### src/hw/rtl/pmf_pkg.sv
`default_nettype none
package pmf_pkg;

  // Default window depth (largest pattern the block can mask)
  localparam int MAX_PATTERN_DEF = 16;

  // Field and register widths
  localparam int BYTE_W     = 8;
  localparam int LEN_W      = 5;
  localparam int CFG_DATA_W = 64;
  localparam int CFG_IDX_W  = 2;

  // Masking character
  localparam logic [BYTE_W-1:0] STAR_BYTE = 8'h2A;

  // Configuration register indexes
  localparam logic [CFG_IDX_W-1:0] CFG_PATTERN_LEN  = 2'd0;
  localparam logic [CFG_IDX_W-1:0] CFG_PATTERN_LOW  = 2'd1;
  localparam logic [CFG_IDX_W-1:0] CFG_PATTERN_HIGH = 2'd2;

endpackage
`default_nettype wire

### src/hw/rtl/pmf_in_if.sv
`default_nettype none
interface pmf_in_if;
  logic                      valid;
  logic                      ready;
  logic [pmf_pkg::BYTE_W-1:0] in_byte;
  logic                      in_last;

  modport source (output valid, output in_byte, output in_last, input ready);
  modport sink   (input valid, input in_byte, input in_last, output ready);
endinterface
`default_nettype wire

### src/hw/rtl/pmf_out_if.sv
`default_nettype none
interface pmf_out_if;
  logic                      valid;
  logic                      ready;
  logic [pmf_pkg::BYTE_W-1:0] out_byte;
  logic                      out_last;

  modport source (output valid, output out_byte, output out_last, input ready);
  modport sink   (input valid, input out_byte, input out_last, output ready);
endinterface
`default_nettype wire

### src/hw/rtl/pmf_front.sv
`default_nettype none
module pmf_front #(
  parameter int MAX_PATTERN = pmf_pkg::MAX_PATTERN_DEF,
  localparam int CNT_W = $clog2(MAX_PATTERN + 1),
  localparam int CMD_W = 2 + CNT_W + MAX_PATTERN * pmf_pkg::BYTE_W
) (
  input  wire logic                             clk,
  input  wire logic                             rst,
  input  wire logic                             cfg_we,
  input  wire logic [pmf_pkg::CFG_IDX_W-1:0]    cfg_index,
  input  wire logic [pmf_pkg::CFG_DATA_W-1:0]   cfg_data,
  pmf_in_if.sink                                text_in,
  output logic                                  cmd_valid,
  input  wire logic                             cmd_ready,
  output logic [CMD_W-1:0]                      cmd
);

  // Configuration registers
  logic [pmf_pkg::LEN_W-1:0]      pattern_len;
  logic [pmf_pkg::CFG_DATA_W-1:0] pattern_low;
  logic [pmf_pkg::CFG_DATA_W-1:0] pattern_high;
  logic [2*pmf_pkg::CFG_DATA_W-1:0] pat_all;

  // Window of held bytes, oldest in slot 0
  logic [pmf_pkg::BYTE_W-1:0] win     [MAX_PATTERN];
  logic [pmf_pkg::BYTE_W-1:0] win_new [MAX_PATTERN];
  logic [pmf_pkg::BYTE_W-1:0] win_sh  [MAX_PATTERN];
  logic [CNT_W-1:0]           held;
  logic [CNT_W-1:0]           held_next;

  logic [CNT_W-1:0] len_eff;
  logic             len_zero;
  logic [CNT_W-1:0] hp;
  logic [CNT_W-1:0] hp1;
  logic             full;
  logic             match;
  logic             star;
  logic             accept;
  logic [CNT_W-1:0] cmd_cnt;

  assign pat_all  = {pattern_high, pattern_low};
  assign len_eff  = (pattern_len > pmf_pkg::LEN_W'(MAX_PATTERN)) ? CNT_W'(MAX_PATTERN)
                                                                : pattern_len[CNT_W-1:0];
  assign len_zero = (len_eff == '0);
  assign hp       = (held < len_eff) ? held : '0;
  assign hp1      = hp + CNT_W'(1);
  assign full     = !len_zero && (hp1 == len_eff);
  assign star     = full && match;

  assign text_in.ready = cmd_ready;
  assign accept        = text_in.valid && cmd_ready;

  // Insert new byte, parallel compare, one-byte shift
  always_comb begin
    for (int k = 0; k < MAX_PATTERN; k++) begin
      win_new[k] = (hp == CNT_W'(k)) ? text_in.in_byte : win[k];
    end
    match = 1'b1;
    for (int k = 0; k < MAX_PATTERN; k++) begin
      if ((CNT_W'(k) < len_eff) && (win_new[k] != pat_all[k*pmf_pkg::BYTE_W +: pmf_pkg::BYTE_W]))
        match = 1'b0;
    end
    for (int k = 0; k < MAX_PATTERN; k++) begin
      win_sh[k] = (k < MAX_PATTERN - 1) ? win_new[(k + 1) % MAX_PATTERN] : win_new[k];
    end
  end

  // Classify the word into a command for the back end
  always_comb begin
    if (len_zero)
      cmd_cnt = CNT_W'(1);
    else if (text_in.in_last || star)
      cmd_cnt = hp1;
    else
      cmd_cnt = CNT_W'(1);
    cmd_valid = accept && (len_zero || full || text_in.in_last);
    cmd = '0;
    for (int k = 0; k < MAX_PATTERN; k++) begin
      cmd[k*pmf_pkg::BYTE_W +: pmf_pkg::BYTE_W] = win_new[k];
    end
    cmd[MAX_PATTERN*pmf_pkg::BYTE_W +: CNT_W] = cmd_cnt;
    cmd[CMD_W-2] = star;
    cmd[CMD_W-1] = text_in.in_last;
  end

  // Held count update
  always_comb begin
    held_next = held;
    if (cfg_we && cfg_index == pmf_pkg::CFG_PATTERN_LEN)
      held_next = '0;
    else if (accept) begin
      if (len_zero || text_in.in_last || star)
        held_next = '0;
      else if (full)
        held_next = hp;
      else
        held_next = hp1;
    end
  end

  // Config and count registers
  always_ff @(posedge clk) begin
    if (rst) begin
      pattern_len  <= pmf_pkg::LEN_W'(1);
      pattern_low  <= '0;
      pattern_high <= '0;
      held         <= '0;
    end else begin
      held <= held_next;
      if (cfg_we) begin
        case (cfg_index)
          pmf_pkg::CFG_PATTERN_LEN:  pattern_len  <= cfg_data[pmf_pkg::LEN_W-1:0];
          pmf_pkg::CFG_PATTERN_LOW:  pattern_low  <= cfg_data;
          pmf_pkg::CFG_PATTERN_HIGH: pattern_high <= cfg_data;
          default: ;
        endcase
      end
    end
  end

  // Window storage (payload, no reset)
  always_ff @(posedge clk) begin
    if (accept) begin
      for (int k = 0; k < MAX_PATTERN; k++) begin
        win[k] <= full ? win_sh[k] : win_new[k];
      end
    end
  end

endmodule
`default_nettype wire

### src/hw/rtl/pmf_queue.sv
`default_nettype none
module pmf_queue #(
  parameter int WIDTH = 8
) (
  input  wire logic             clk,
  input  wire logic             rst,
  input  wire logic             wr_valid,
  output logic                  wr_ready,
  input  wire logic [WIDTH-1:0] wr_data,
  output logic                  rd_valid,
  input  wire logic             rd_ready,
  output logic [WIDTH-1:0]      rd_data
);

  // Two-entry queue between front and back
  logic [WIDTH-1:0] slot [2];
  logic             wr_ptr;
  logic             rd_ptr;
  logic [1:0]       count;
  logic             push;
  logic             pop;

  assign wr_ready = (count != 2'd2);
  assign rd_valid = (count != 2'd0);
  assign rd_data  = slot[rd_ptr];
  assign push     = wr_valid && wr_ready;
  assign pop      = rd_valid && rd_ready;

  always_ff @(posedge clk) begin
    if (rst) begin
      wr_ptr <= 1'b0;
      rd_ptr <= 1'b0;
      count  <= 2'd0;
    end else begin
      if (push) wr_ptr <= !wr_ptr;
      if (pop)  rd_ptr <= !rd_ptr;
      case ({push, pop})
        2'b10:   count <= count + 2'd1;
        2'b01:   count <= count - 2'd1;
        default: ;
      endcase
    end
  end

  always_ff @(posedge clk) begin
    if (push) slot[wr_ptr] <= wr_data;
  end

endmodule
`default_nettype wire

### src/hw/rtl/pmf_back.sv
`default_nettype none
module pmf_back #(
  parameter int MAX_PATTERN = pmf_pkg::MAX_PATTERN_DEF,
  localparam int CNT_W = $clog2(MAX_PATTERN + 1),
  localparam int CMD_W = 2 + CNT_W + MAX_PATTERN * pmf_pkg::BYTE_W
) (
  input  wire logic             clk,
  input  wire logic             rst,
  input  wire logic             cmd_valid,
  output logic                  cmd_ready,
  input  wire logic [CMD_W-1:0] cmd,
  pmf_out_if.source             text_out
);

  localparam int BYTES_W = MAX_PATTERN * pmf_pkg::BYTE_W;

  // Command being played out, one byte a cycle while text_out.ready is high
  logic               busy;
  logic [BYTES_W-1:0] bytes;
  logic [CNT_W-1:0]   rem;
  logic               star;
  logic               last;
  logic               final_byte;
  logic               load;

  assign final_byte = (rem == CNT_W'(1));
  assign load       = cmd_valid && (!busy || (text_out.ready && final_byte));
  assign cmd_ready  = load;

  assign text_out.valid    = busy;
  assign text_out.out_byte = star ? pmf_pkg::STAR_BYTE : bytes[pmf_pkg::BYTE_W-1:0];
  assign text_out.out_last = last && final_byte;

  always_ff @(posedge clk) begin
    if (rst) begin
      busy <= 1'b0;
    end else if (load) begin
      busy <= 1'b1;
    end else if (busy && text_out.ready && final_byte) begin
      busy <= 1'b0;
    end
  end

  // Payload: load a new command or step to the next byte
  always_ff @(posedge clk) begin
    if (load) begin
      bytes <= cmd[BYTES_W-1:0];
      rem   <= cmd[BYTES_W +: CNT_W];
      star  <= cmd[CMD_W-2];
      last  <= cmd[CMD_W-1];
    end else if (busy && text_out.ready) begin
      bytes <= bytes >> pmf_pkg::BYTE_W;
      rem   <= rem - CNT_W'(1);
    end
  end

endmodule
`default_nettype wire

### src/hw/rtl/pattern_mask_filter_top.sv
`default_nettype none
// Pattern mask filter: replaces each occurrence of a configured byte pattern
// in a text stream with '*' bytes (leftmost first, no overlap).
// Channels: text_in carries one text word per handshake (in_byte, in_last);
// text_out carries one result word (out_byte, out_last). Both use valid/ready.
// Configuration: cfg_we with cfg_index 0 (pattern_len), 1 (pattern_low) or
// 2 (pattern_high) and cfg_data; write only while the stream is idle. A
// pattern_len write also empties the window.
// Throughput: one input word per cycle while the queue has room. The front
// end classifies each word against the full window in the same cycle and
// pushes a command into a two-entry queue when the word yields output; the
// back end plays commands out at one byte per cycle while text_out.ready is
// high, so a match or an end-of-text flush occupies the output for up to
// MAX_PATTERN bytes while input keeps flowing until the queue fills.
// An accepted word's command is registered in the queue, then in the back end.
// Reset (rst, synchronous): window empty, queue empty, pattern_len = 1,
// pattern words zero. When the receiver stalls, the current output word
// holds, the queue fills, then text_in.ready drops.
module pattern_mask_filter_top #(
  parameter int MAX_PATTERN = pmf_pkg::MAX_PATTERN_DEF
) (
  input  wire logic                           clk,
  input  wire logic                           rst,
  pmf_in_if.sink                              text_in,
  pmf_out_if.source                           text_out,
  input  wire logic                           cfg_we,
  input  wire logic [pmf_pkg::CFG_IDX_W-1:0]  cfg_index,
  input  wire logic [pmf_pkg::CFG_DATA_W-1:0] cfg_data
);

  localparam int CNT_W = $clog2(MAX_PATTERN + 1);
  localparam int CMD_W = 2 + CNT_W + MAX_PATTERN * pmf_pkg::BYTE_W;

  logic             fq_valid;
  logic             fq_ready;
  logic [CMD_W-1:0] fq_data;
  logic             qb_valid;
  logic             qb_ready;
  logic [CMD_W-1:0] qb_data;

  pmf_front #(.MAX_PATTERN(MAX_PATTERN)) u_front (
    .clk       (clk),
    .rst       (rst),
    .cfg_we    (cfg_we),
    .cfg_index (cfg_index),
    .cfg_data  (cfg_data),
    .text_in   (text_in),
    .cmd_valid (fq_valid),
    .cmd_ready (fq_ready),
    .cmd       (fq_data)
  );

  pmf_queue #(.WIDTH(CMD_W)) u_queue (
    .clk      (clk),
    .rst      (rst),
    .wr_valid (fq_valid),
    .wr_ready (fq_ready),
    .wr_data  (fq_data),
    .rd_valid (qb_valid),
    .rd_ready (qb_ready),
    .rd_data  (qb_data)
  );

  pmf_back #(.MAX_PATTERN(MAX_PATTERN)) u_back (
    .clk       (clk),
    .rst       (rst),
    .cmd_valid (qb_valid),
    .cmd_ready (qb_ready),
    .cmd       (qb_data),
    .text_out  (text_out)
  );

endmodule
`default_nettype wire
### src/flat_wrapper.sv
// flat-port wrapper written by rule: the top's interface ports become plain ports
module pattern_mask_filter_top_flat 
#(
  parameter int MAX_PATTERN = pmf_pkg::MAX_PATTERN_DEF
)
  (clk, rst, cfg_we, cfg_index, cfg_data, text_in_valid, text_in_in_byte, text_in_in_last, text_in_ready, text_out_valid, text_out_out_byte, text_out_out_last, text_out_ready);
  pmf_in_if text_in_i ();
  pmf_out_if text_out_i ();
  input  wire logic clk;
  input  wire logic rst;
  input  wire logic cfg_we;
  input  wire logic [pmf_pkg::CFG_IDX_W-1:0] cfg_index;
  input  wire logic [pmf_pkg::CFG_DATA_W-1:0] cfg_data;
  input wire logic [$bits(text_in_i.valid)-1:0] text_in_valid;
  input wire logic [$bits(text_in_i.in_byte)-1:0] text_in_in_byte;
  input wire logic [$bits(text_in_i.in_last)-1:0] text_in_in_last;
  output wire logic [$bits(text_in_i.ready)-1:0] text_in_ready;
  output wire logic [$bits(text_out_i.valid)-1:0] text_out_valid;
  output wire logic [$bits(text_out_i.out_byte)-1:0] text_out_out_byte;
  output wire logic [$bits(text_out_i.out_last)-1:0] text_out_out_last;
  input wire logic [$bits(text_out_i.ready)-1:0] text_out_ready;
  assign text_in_i.valid = text_in_valid;
  assign text_in_i.in_byte = text_in_in_byte;
  assign text_in_i.in_last = text_in_in_last;
  assign text_in_ready = text_in_i.ready;
  assign text_out_valid = text_out_i.valid;
  assign text_out_out_byte = text_out_i.out_byte;
  assign text_out_out_last = text_out_i.out_last;
  assign text_out_i.ready = text_out_ready;
  pattern_mask_filter_top #(.MAX_PATTERN(MAX_PATTERN)) u_core (.clk(clk), .rst(rst), .text_in(text_in_i), .text_out(text_out_i), .cfg_we(cfg_we), .cfg_index(cfg_index), .cfg_data(cfg_data));
endmodule
### config.mk
export PLATFORM = sky130hd
export DESIGN_NAME = pattern_mask_filter_top_flat
export DESIGN_NICKNAME = d
export VERILOG_FILES = /design/src/hw/rtl/pmf_pkg.sv /design/src/hw/rtl/pmf_in_if.sv /design/src/hw/rtl/pmf_out_if.sv /design/src/hw/rtl/pmf_front.sv /design/src/hw/rtl/pmf_queue.sv /design/src/hw/rtl/pmf_back.sv /design/src/hw/rtl/pattern_mask_filter_top.sv /design/src/flat_wrapper.sv
export SDC_FILE = /design/constraint.sdc
export NUM_CORES = 1
export LEC_CHECK = 0
export ABC_CLOCK_PERIOD_IN_PS = 15000
export BUFFER_PORTS_ARGS = -buffer_cell sky130_fd_sc_hd__buf_4
export CORE_ASPECT_RATIO = 0.9
export CORE_MARGIN = 4
export CORE_UTILIZATION = 30
export CTS_CLUSTER_SIZE = 24
export DETAILED_ROUTE_END_ITERATION = 8
export PLACE_DENSITY = 0.5
export SLEW_MARGIN = 10
export SYNTH_ARGS = -nofsm -noshare
export SYNTH_HDL_FRONTEND = slang
export SYNTH_SLANG_ARGS = --single-unit
### constraint.sdc
create_clock -name clk -period 15 [get_ports clk]
set_input_delay 1.5 -clock clk [delete_from_list [all_inputs] [get_ports clk]]
set_output_delay 1.5 -clock clk [all_outputs]
set_load 0.05 [all_outputs]
==> results.ini <==
[routing]
routed_wl_um=104000
top_layer_used=met5
drt_iter0_markers=2496
dr.pass1.iters=6
avgRoutedWirePerCell_um=24.0
wl_met2_um=42000
viasPerCell=5.22
wl_met3_um=9030
wl_met1_um=50700
ant_nets=0
vias=22585
drc=0

[sta]
slew_viol_final=0
grt_setup_unrepaired=no
setup_viol=0
timing.fmax_mhz=138
tns_ns=0
slew_headroom_pct=26.3
fin_crit_sh_pct=48.3
worst_pin_slew_ns=1.10
final-hold-violation-count=0
period_needed_ns=7.25
skew_ns=0.0341

[layout]
syn2layout_area_growth_pct=14.6
fin_cells=4324
diodes=0
nets=3000
stdcell_area_um2=35500
finish.utilization_pct=34.7
drive_above_1_share_pct=10.2

[setup_path]
slowest_stage=a2111oi_0
start_kind=register
crit_required_ns=15.37
reg2reg_depth=18
r2r_slack_ns=7.75
critPathKind=reg2reg
cp_slowest_stage_delay_ns=0.66
cp_max_fo=13
r2r-start=u_core.u_front.pattern_len[4]$_SDFFE_PP0P_
cp.depth=18
endpoint=u_core.u_queue.slot[1][128]$_DFFE_PP_
crit_arrival_ns=7.62
cp_num_buf_inv=1
startpoint=u_core.u_front.pattern_len[4]$_SDFFE_PP0P_
crit_chain=clkinv_1 -> nand2_1 -> ha_1 -> a211o_1 -> a221oi_4 -> and2_1 -> ha_1 -> and3_1 -> ha_1 -> mux2i_1 -> xnor2_1 -> nor4_1 -> a21oi_1 -> a2111oi_0 -> nand3b_1 -> nor4_4 -> o21ai_2 -> or2_1
critPathTopFamily=simple AND/OR/NAND/NOR gates
critPathCaptureType=register
r2r-end=u_core.u_queue.slot[1][128]$_DFFE_PP_
path_common_cell=ha_1

[place]
gp_congestion=0.901
dp_cells=4187
dp_hpwl_um=71300
port_buffers=90
placed_cell_area_um2=33000

[clock_tree]
cts_sinks=677
path_clk_slew_ns=0.06
cts_resized=0
numCtsBuffers=75
tritoncts=done
root_buffer=clkbuf_16
postCtsSetupBuffers=0
cts_max_level=3
cts_hold_buf=0
clock_latency_ns=0.64
clockBufferDepth=3

[hold_path]
min_path_type=reg2reg

[die]
ios=91
initial_core_util_pct=30.3
coreArea_um2=102000
die_h_um=313
dieWidth_um=347
rows=111
die_area_um2=108000

[power]
power_uw=5960
leakagePower_uw=0.0116
powerDensity_nw_per_um2=168
ir_drop_uv=108

[synthesis]
async_flop_share_pct=0
ys_ff_latch=677
yosys.area.top_type_share_pct=51.7
yosysUniqueCellTypes=79
ys.flop_type=edfxtp_1
synth_area_leaders=edfxtp_1, dfxtp_1, a21oi_1
syn_area_per_cell_um2=10.8
postSynthCellCount=2867
netlist_area_um2=30900
synth_fp_nets=2959
seq_area_frac_synth_pct=61.0
yosys.area.top_type=edfxtp_1
yosysWarningCount=0
synth_edf_count=533

[global_routing]
grt_pass1_wl_um=150000
grt_remaining_overflow=0
first_global_vias=21159
grt_use_total_pct=18.6
grt_max_degree=86
antenna_found_initial=3

[run]
maxCapViolations=0

[status]
status=complete, no violations

-- per-stage QoR --
stage	setup slack (ns)	hold WS, ns
CTS	7.91	0.457
global route	7.35	0.469
finish	7.75	0.454
floorplan	3.39	0.436
global placement	7.97	0.446
detailed placement	7.94	0.448
-- layout make-up --
type	instances	area [um^2]
clock inverters	45	389
multi-input cells	1837	10800
clock buffers	92	2020
inverters	188	713
repair buffers	129	968
flip-flops and latches	677	18900
fillers	10260	66600
well taps	1356	1700
-- worst reg2reg max path, cell delays in order (launching register included) --
cell and delay [ns]:
dfxtp_1 0.63, clkinv_1 0.44, nand2_1 0.22, ha_1 0.30
a211o_1 0.37, a221oi_4 0.51, and2_1 0.28, ha_1 0.54
and3_1 0.26, ha_1 0.51, mux2i_1 0.40, xnor2_1 0.10
nor4_1 0.50, a21oi_1 0.20, a2111oi_0 0.66, nand3b_1 0.21
nor4_4 0.44, o21ai_2 0.15, or2_1 0.26
-- placed cells by master (no fill, tap or decap), types with 24 or more instances in the layout --
cell type    n
edfxtp_1   533
a21oi_1    448
nor2_1     335
nand2_1    317
mux2i_1    194
inv_1      184
dfxtp_1    143
buf_4      129
clkbuf_16   78
o21ai_0     43
xnor2_1     40
xor2_1      38
o22ai_1     36
nand3_1     29
nand2b_1    27
nor3_1      24
-- report_power, final --
group / switching [uW] / leakage [uW] / internal, uW
combinational: 988 / 0.00469 / 379
sequential: 168 / 0.00573 / 2600
clock: 775 / 0.00117 / 1050
total: 1930 / 0.0116 / 4030
-- cells in the mapped netlist, types with 23 or more instances --
master      n
xor2_1     38
o22ai_1    36
nor2b_1    23
nor3_1     24
inv_1     184
clkbuf_1  149
nand2b_1   27
xnor2_1    40
nand2_1   318
edfxtp_1  533
nor2_1    338
o21ai_0    44
mux2i_1   194
a21oi_1   449
dfxtp_1   144
nand3_1    29
-- logic make-up (layout without fill, tap and decap cells) --
logic type                 after synthesis  after routing  share of synthesized area (%)
buffers and inverters                  353            454                           4.31
and+or+nand+nor                        863            863                           12.2
adders and majority gates               12             12                          0.485
xor gates and xnor gates                79             79                           2.28
muxes                                  213            213                           6.97
AOI/OAI and AO/OA                      670            670                           12.7
DFF                                    677            677                           61.0
-- registers in the layout, indices dropped and copies added (netlist names), 2 cells and up, named ones only --
signal                       flops
u_core.u_back.bytes            128
u_core.u_back.rem                5
u_core.u_front.held              5
u_core.u_front.pattern_high     64
u_core.u_front.pattern_len       5
u_core.u_front.pattern_low      64
u_core.u_front.win             128
u_core.u_queue.count             2
u_core.u_queue.slot            270
-- layer usage --
metal / vias to the layer above / GRT usage, %
met5: - / 0.665
met4: 2 / 4.26
met3: 137 / 3.92
met2: 980 / 25.9
met1: 11144 / 29.1
li1: 10322 / -
-- how the worst min path moves through the flow --
stage	start	endpoint	slack (ns)	cells after the start
after floorplan	u_core.u_front.pattern_high[10]$_SDFFE_PP0P_	u_core.u_front.pattern_high[10]$_SDFFE_PP0P_	0.44	2
after global placement	u_core.u_front.pattern_high[19]$_SDFFE_PP0P_	u_core.u_front.pattern_high[19]$_SDFFE_PP0P_	0.45	2
after detailed placement	u_core.u_front.pattern_high[21]$_SDFFE_PP0P_	u_core.u_front.pattern_high[21]$_SDFFE_PP0P_	0.45	2
after CTS	u_core.u_front.pattern_high[21]$_SDFFE_PP0P_	u_core.u_front.pattern_high[21]$_SDFFE_PP0P_	0.46	2
after global routing	u_core.u_front.pattern_high[17]$_SDFFE_PP0P_	u_core.u_front.pattern_high[17]$_SDFFE_PP0P_	0.47	2
final	u_core.u_front.pattern_high[21]$_SDFFE_PP0P_	u_core.u_front.pattern_high[21]$_SDFFE_PP0P_	0.45	2
No activity file was read; power rests on OpenSTA's default activity.
